File: config.mk
export PLATFORM = sky130hd
export DESIGN_NAME = prime_count_trial_division_unit
export DESIGN_NICKNAME = d
export VERILOG_FILES = /design/src/rtl/pctd_pkg.sv /design/src/rtl/prime_count_trial_division_unit.sv
export SDC_FILE = /design/constraint.sdc
export NUM_CORES = 1
export LEC_CHECK = 0
export BUFFER_PORTS_ARGS = -buffer_cell sky130_fd_sc_hd__buf_2
export CAP_MARGIN = 20
export CORE_AREA = 8 8 123 125
export DETAILED_ROUTE_END_ITERATION = 10
export DIE_AREA = 0 0 131 133
export MAX_ROUTING_LAYER = met4
export PLACE_DENSITY = 0.71
export SETUP_SLACK_MARGIN = 0.05
export SYNTH_ARGS = -nofsm -noshare
export SYNTH_HDL_FRONTEND = slang
export SYNTH_SLANG_ARGS = --single-unit
File: constraint.sdc
create_clock -name i_clk -period 11.56 [get_ports i_clk]
set_clock_uncertainty 0.15 [all_clocks]
set_input_delay 1.156 -clock i_clk [delete_from_list [all_inputs] [get_ports i_clk]]
set_output_delay 1.156 -clock i_clk [all_outputs]
set_load 0.1 [all_outputs]
File: src/rtl/pctd_pkg.sv
// ----------------------------------------------------------------------------
// pctd_pkg: prime counting unit constants and types
// Widths of the limit and count words and the sequencer state encoding.
// ----------------------------------------------------------------------------
package pctd_pkg;

    localparam int VALUE_BITS = 14;
    localparam int COUNT_BITS = 11;
    localparam int CNT_W      = $clog2(VALUE_BITS + 1);
    localparam int SQ_W       = VALUE_BITS + 2;

    localparam logic [COUNT_BITS-1:0] COUNT_MAX = {COUNT_BITS{1'b1}};

    typedef enum logic [4:0] {
        S_IDLE = 5'b00001,
        S_CAND = 5'b00010,
        S_CHK  = 5'b00100,
        S_DIV  = 5'b01000,
        S_OUT  = 5'b10000
    } t_state;

endpackage

File: src/rtl/prime_count_trial_division_unit.sv
// ----------------------------------------------------------------------------
// prime_count_trial_division_unit: prime counting by trial division
// Counts the primes in [2, x] with a bit-serial restoring remainder unit.
// ----------------------------------------------------------------------------
// operation: candidates are stepped in turn and each trial division is bit-serial;
//   one remainder bit is produced per cycle
// throughput: one word at a time, busy stays high until the result strobe
// reset: synchronous active-low i_rst_n returns the sequencer to idle
// the result is strobed for one cycle on o_valid; the receiver cannot stall
// ----------------------------------------------------------------------------
module prime_count_trial_division_unit (
    input  logic                               i_clk,
    input  logic                               i_rst_n,
    input  logic                               i_start,
    input  logic [pctd_pkg::VALUE_BITS-1:0]    i_upper_limit,
    output logic                               o_busy,
    output logic                               o_valid,
    output logic [pctd_pkg::COUNT_BITS-1:0]    o_prime_count
);
    import pctd_pkg::*;

    t_state                  r_state, n_state;
    logic [VALUE_BITS-1:0]   r_x, n_x;
    logic [VALUE_BITS:0]     r_n, n_n;          // candidate, one bit wider than x
    logic [VALUE_BITS-1:0]   r_d, n_d;          // trial divisor
    logic [SQ_W-1:0]         r_sq, n_sq;        // divisor squared
    logic [VALUE_BITS-1:0]   r_shift, n_shift;  // candidate bits, msb first
    logic [VALUE_BITS-1:0]   r_rem, n_rem;
    logic [CNT_W-1:0]        r_bits, n_bits;
    logic [COUNT_BITS-1:0]   r_count, n_count;
    logic                    r_valid, n_valid;
    logic [COUNT_BITS-1:0]   r_result, n_result;

    logic [VALUE_BITS:0]     rem_sh;
    logic [VALUE_BITS:0]     rem_sub;
    logic [VALUE_BITS-1:0]   rem_step;
    logic [COUNT_BITS-1:0]   count_inc;

    // one restoring step of the remainder
    always_comb begin
        rem_sh  = {r_rem, r_shift[VALUE_BITS-1]};
        rem_sub = rem_sh - {1'b0, r_d};
        if (rem_sh >= {1'b0, r_d}) begin
            rem_step = rem_sub[VALUE_BITS-1:0];
        end else begin
            rem_step = rem_sh[VALUE_BITS-1:0];
        end
    end

    // saturating count
    assign count_inc = (r_count == COUNT_MAX) ? r_count : r_count + 1'b1;

    always_comb begin
        n_state  = r_state;
        n_x      = r_x;
        n_n      = r_n;
        n_d      = r_d;
        n_sq     = r_sq;
        n_shift  = r_shift;
        n_rem    = r_rem;
        n_bits   = r_bits;
        n_count  = r_count;
        n_valid  = 1'b0;
        n_result = r_result;
        unique case (r_state)
            S_IDLE: begin
                if (i_start) begin
                    n_x     = i_upper_limit;
                    n_n     = (VALUE_BITS+1)'(2);
                    n_count = '0;
                    n_state = S_CAND;
                end
            end
            S_CAND: begin
                priority if (r_n > {1'b0, r_x}) begin
                    n_state = S_OUT;
                end else if (r_n == (VALUE_BITS+1)'(2)) begin
                    n_count = count_inc;
                    n_n     = r_n + 1'b1;
                end else if (!r_n[0]) begin
                    n_n     = r_n + 1'b1;
                end else begin
                    // odd candidates only need odd divisors
                    n_d     = VALUE_BITS'(3);
                    n_sq    = SQ_W'(9);
                    n_state = S_CHK;
                end
            end
            S_CHK: begin
                if (r_sq > {1'b0, r_n}) begin
                    n_count = count_inc;
                    n_n     = r_n + 1'b1;
                    n_state = S_CAND;
                end else begin
                    n_shift = r_n[VALUE_BITS-1:0];
                    n_rem   = '0;
                    n_bits  = CNT_W'(VALUE_BITS);
                    n_state = S_DIV;
                end
            end
            S_DIV: begin
                n_rem   = rem_step;
                n_shift = {r_shift[VALUE_BITS-2:0], 1'b0};
                n_bits  = r_bits - 1'b1;
                if (r_bits == CNT_W'(1)) begin
                    if (rem_step == '0) begin
                        n_n     = r_n + 1'b1;
                        n_state = S_CAND;
                    end else begin
                        // (d+2)^2 = d^2 + 4d + 4
                        n_sq    = r_sq + {r_d, 2'b00} + SQ_W'(4);
                        n_d     = r_d + VALUE_BITS'(2);
                        n_state = S_CHK;
                    end
                end
            end
            S_OUT: begin
                n_valid  = 1'b1;
                n_result = r_count;
                n_state  = S_IDLE;
            end
            default: begin
                n_state = S_IDLE;
            end
        endcase
    end

    always_ff @(posedge i_clk) begin
        if (!i_rst_n) begin
            r_state <= S_IDLE;
            r_valid <= 1'b0;
        end else begin
            r_state <= n_state;
            r_valid <= n_valid;
        end
    end

    always_ff @(posedge i_clk) begin
        r_x      <= n_x;
        r_n      <= n_n;
        r_d      <= n_d;
        r_sq     <= n_sq;
        r_shift  <= n_shift;
        r_rem    <= n_rem;
        r_bits   <= n_bits;
        r_count  <= n_count;
        r_result <= n_result;
    end

    assign o_busy        = (r_state != S_IDLE);
    assign o_valid       = r_valid;
    assign o_prime_count = r_result;

endmodule

# Yosys cells after proc, flatten, opt, wreduce, memory -nomap -nowiden
# Index checks and enable logic that the tools add are counted.
totals:
  word_cells: 98
  out_inout_bits: 13
  register_bits: 119
  ram_bits: 0
  mem_count: 0
  latch_bits: 0
  rom_bits: 0
op_classes:
  order_cmp: 3
  n_reduce_logical: 12
  eq_ne: 22
  n_shift: 0
  add_sub_neg: 7
  n_bitwise: 0
  n_mul: 0
  div: 0
  mux: 42
op_table:
  columns: ["operator", "count"]
  rows:
  - ["two-way mux 14 bit", 8]
  - ["two-way mux 15 bit", 7]
  - ["case mux 14 bit (2 select lines)", 3]
  - ["two-way mux 16 bit", 5]
  - ["case mux 15 bit (4 select lines)", 1]
  - ["two-way mux 11 bit", 5]
  - ["case mux 11 bit (3 select lines)", 1]
  - ["case mux 16 bit (2 select lines)", 1]
  - ["two-way mux 5 bit", 5]
  - ["inequality test 2 bit, second input constant", 10]
  - ["case mux 5 bit (4 select lines)", 1]
  - ["adder 16 bit", 1]
  - ["adder 16 x 3 -> 16 bit, second input constant", 1]
  - ["> comparator 16 x 15 -> 1 bit", 1]
  - ["adder 15 x 1 -> 15 bit, second input constant", 1]
  - ["equality test 15 x 2 -> 1 bit, second input constant", 1]
  - ["greater-or-equal comparator 15 x 14 -> 1 bit", 1]
  - ["> comparator 15 x 14 -> 1 bit", 1]
  - ["adder 14 x 2 -> 14 bit, second input constant", 1]
  - ["zero test 14 bit", 1]
  - ["subtractor 14 bit", 1]
  - ["AND reduction 6 bit", 2]
  - ["adder 11 x 1 -> 11 bit, second input constant", 1]
  - ["equality test 11 bit, second input constant", 1]
  - ["20 further kinds", 25]

# Depth between registers and ports, before layout
depth:
  depth_word: 6
  mapped_depth: 12
  ltp_nobuf: 11

# Least setup slack after synthesis
# No wires, ideal clock.
synth_path:
  kind: "register to register"
  start: "register r_state[4]"
  end: "register r_count[0], enable pin"
  path_slack_ns: 7.353
  t_required_ns: 10.969
  path_buffers: 0
  path_stages_with_launch: 4
  setup_ns: 0.441
  t_arrival_ns: 3.616
  cell_sequence: "dfxtp_1 > nor3_1 > nand3b_1 > a2111oi_0"
synth_via:
  elab_chain_len: 3
synth_rtl:
  columns: ["item", "line", "text"]
  rows:
  - ["start: declaration", "prime_count_trial_division_unit.sv:22", "t_state r_state, n_state;"]
  - ["start signal: assignment", "prime_count_trial_division_unit.sv:133", "r_state <= n_state;"]
  - ["equality test 5 x 2 -> 1 bit, or another cell as far along", "prime_count_trial_division_unit.sv:65", "unique case (r_state)"]
  - ["inequality test 2 bit (no line) / nonzero test 3 bit (equally long branches)", null, null]
  - ["AND reduction 5 bit (no line) *", null, null]
  - ["end signal: assignment", "prime_count_trial_division_unit.sv:146", "r_count <= n_count;"]
  - ["end: declaration", "prime_count_trial_division_unit.sv:30", "logic [COUNT_BITS-1:0] r_count, n_count;"]
# Every way passes the cells marked *; elsewhere a longest branch is shown, timed or not.
# A chain may end at the register's enable or synchronous reset.

# Worst setup path in the final report
layout_path:
  start: "register r_d[8]"
  end: "register r_n[14], enable pin"
layout_via:
  elab_chain_len: 5
layout_rtl:
  columns: ["item", "line", "text"]
  rows:
  - ["start: declaration", "prime_count_trial_division_unit.sv:25", "logic [VALUE_BITS-1:0] r_d, n_d;"]
  - ["start signal: assignment", "prime_count_trial_division_unit.sv:141", "r_d <= n_d;"]
  - ["subtractor 14 bit / greater-or-equal comparator 15 x 14 -> 1 bit (equally long branches)", "prime_count_trial_division_unit.sv:42, prime_count_trial_division_unit.sv:43", null]
  - ["two-way mux 14 bit *", "prime_count_trial_division_unit.sv:43", "if (rem_sh >= {1'b0, r_d}) begin"]
  - ["zero test 14 bit *", "prime_count_trial_division_unit.sv:106", "if (rem_step == '0) begin"]
  - ["inequality test 2 bit (no line) *", null, null]
  - ["AND reduction 7 bit (no line) *", null, null]
  - ["end signal: assignment", "prime_count_trial_division_unit.sv:140", "r_n <= n_n;"]
  - ["end: declaration", "prime_count_trial_division_unit.sv:24", "logic [VALUE_BITS:0] r_n, n_n;"]
# Marks and branches as above.

==> impl_metrics.yaml <==
clocking:
  clk_latency_ps: 420
  cts_tree: "yes"
  hold_buffers: 0
  postCtsResizedCells: 0
  root_buffer: "clkbuf_16"
  htree_num_levels: 4
  cts_setup_buffers: 0
  cts_buffers: 17
  cts.clk_slew.worst_paths_ps: 60
  cts_sinks: 115
  clock_path_buffers: 2
worst_setup_path:
  crit_path_start_kind: "register"
  crit_type: "register to register"
  crit_fanout: 14
  cp_data_required_time_ps: 11530
  path_cells: "inv_1, ha_1, a21oi_1, nor2_1, o31ai_1, and3_1, nand4_1, o311a_1, a211o_1, a21oi_1, buf_4"
  critical_path.slowest_cell: "o31ai_1"
  cpMostUsedCell: "a21oi_1"
  critPathArrivalTime_ps: 3980
  cpPeakStageDelay_ps: 580
  critical_path.endpoint_type: "register"
min_path:
  hold_class: "register to register"
routing:
  wire_per_inst_um: 17.0
  first_pass_iters: 5
  vias: 5271
  wl_um: 15600
  remaining_drc_errors: 0
  drt_iter0_markers: 320
  postRouteAntennaNets: 0
  viasPerCell: 5.75
global_route:
  grtUsageMet1_pct: 22.9
  grt_use_total_pct: 19.3
  grt-ovfl-total: 0
  grtUsageMet2_pct: 30.8
  use_met3_pct: 5.02
  grt_max_degree: 41
  grt_pass1_vias: 5269
  busiest_layer: "met2"
  grt_pass1_wl_um: 25600
  antenna_found_initial: 0
sta:
  rsz0062_at_grt: "false"
  finalSetupViolations: 0
  relSlewSlack_pct: 30.2
  hold_viol: 0
  fin_crit_sh_pct: 34.7
  fin_crit_ps: 4010
  slew_violations: 0
  worst_slew_pin_slew_ps: 1040
  setup_tns_ps: 0
  timing.fmax_ghz: 0.249
floorplan:
  fp-row-count: 42
  coreArea_sq_mm: 0.0131
  start_util_pct: 54.3
  die_w_um: 131
  dieArea_sq_mm: 0.0174
  die_h_um: 133
  io_pins: 30
yosys:
  synthTopCellsByCount: "edfxtp_1 (109), nor2_1 (77), ha_1 (71), nand2_1 (56), inv_1 (54)"
  syn_area_sq_mm: 0.00711
  netlist_instances: 688
  synth_area_per_cell_sq_um: 10.3
  synthesis.nets: 778
  ys_seq_area_share_pct: 47.7
  ys_ff_latch: 115
  synth_edf_count: 109
  synth_top_area_share_pct: 46.0
  yosys_warnings: 0
  synth.most_common_cell: "edfxtp_1"
  synth_area_leaders: "edfxtp_1 (46%), ha_1 (12%), xnor2_1 (4.6%)"
  async_reset_ff_share_pct: 0
  synth_top_area_cell: "edfxtp_1"
  synth_cell_types: 59
  synth_ff_type: "edfxtp_1"
power:
  combPwrFrac_pct: 27.9
  p_leak_nw: 3.21
  pwr-share-clk_pct: 32.7
  p_seq_share_pct: 39.3
  vdd_drop_max_uv: 118
  intPower_mw: 1.09
  p_sw_share_pct: 33.8
  p_per_area_mw_per_mm2: 204
  power.switching_mw: 0.557
layout:
  final_core_util_pct: 61.8
  final_layout_size_suffix_gt1_share_pct: 10.3
  final_nets: 817
  syn2layout_area_growth_pct: 13.7
  num_antenna_cells: 0
place:
  dp_hpwl_um: 11500
  gp_congestion: 0.936
  io_buffers: 29
flow_run:
  cap_violations: 0
run_status:
  status: "finished, final reports clean"
## placed cells by master, fill, tap and decap left out, types with 5 or more instances in the layout
cell type / n
buf_4: 7
nor3_1: 14
xnor2_1: 37
buf_2: 29
edfxtp_1: 109
o21ai_0: 30
nand4_1: 18
a21oi_1: 44
nor2_1: 76
clkbuf_16: 17
and2_1: 6
xor2_1: 12
inv_1: 54
o211ai_1: 5
dfxtp_1: 6
ha_1: 71
nor4_1: 8
nor3b_1: 6
and3_1: 14
a21o_1: 8
nand3_1: 23
o21a_1: 5
nand2_1: 56
a211oi_1: 6
## cell type report
type	count	area (sq um)
Sequential cell	115	3390
Fill cell	1042	5000
Timing Repair Buffer	36	198
Clock buffer	17	425
Inverter	54	203
Multi-Input combinational cell	503	3470
Clock inverter	15	181
Tap cell	176	220
## routing by layer
metal | routed length, um | part of all wire, %
met1 | 7010 | 45
met5 | 0 | 0
met4 | 224 | 1.4
met3 | 797 | 5.1
met2 | 7540 | 48
## cells by family (layout without fill, tap and decap cells)
family / Yosys count / after routing / synth area share (%)
buffers and inverters: 70 / 122 / 3.70
AND/OR/NAND/NOR: 247 / 247 / 17.0
XOR/XNOR: 49 / 49 / 6.04
AO/OA/AOI/OAI: 131 / 131 / 12.1
flip-flops: 115 / 115 / 47.7
multiplexers: 3 / 3 / 0.422
adder cells (fa/ha/maj): 73 / 73 / 13.1
## state kept, by name (all words and copies together) (netlist names)
signal and flops:
r_sq 13, o_prime_count 11, r_count 11, r_state 5, o_valid 1, r_d 13, r_x 14, r_shift 14
r_rem 14, r_n 15, r_bits 4
## final timing paths
kind | slack (ps) | cells after the start | startpoint | end
max | 7550 | 11 | r_d[8] | r_n[14]
max reg2reg | 7550 | 11 | r_d[8] | r_n[14]
min | 350 | 0 | r_count[10] | o_prime_count[10]
min reg2reg | 350 | 0 | r_count[10] | o_prime_count[10]
## power groups by stage
stage	Combinational [mW]	Sequential, mW	Clock [mW]
final	0.460	0.648	0.539
after floorplan	0.348	0.631	0
after CTS	0.462	0.647	0.546
after global placement	0.436	0.650	0
after global routing	0.520	0.658	0.564
after detailed placement	0.456	0.654	0
## metrics by stage
stage | instance area (sq um) | instances | power, mW | setup WS, ps | hold slack [ps]
6_report | 8090 | 916 | 1.65 | 7550 | 347
4_1_cts | 8090 | 916 | 1.66 | 7590 | 348
5_1_grt | 8090 | 916 | 1.74 | 7280 | 360
3_3_place_gp | 7480 | 884 | 1.09 | 7690 | 322
3_5_place_dp | 7480 | 884 | 1.11 | 7610 | 333
2_1_floorplan | 7110 | 688 | 0.979 | 7350 | 301
## worst max-delay path, delay by kind of cell (launching register included)
family,cells,cell delay [ps]
compound gates,5,1530
fa+ha+maj,1,420
buf+inv,2,330
flops,1,420
simple gates,3,850
Power figures use the tool's default switching activity.
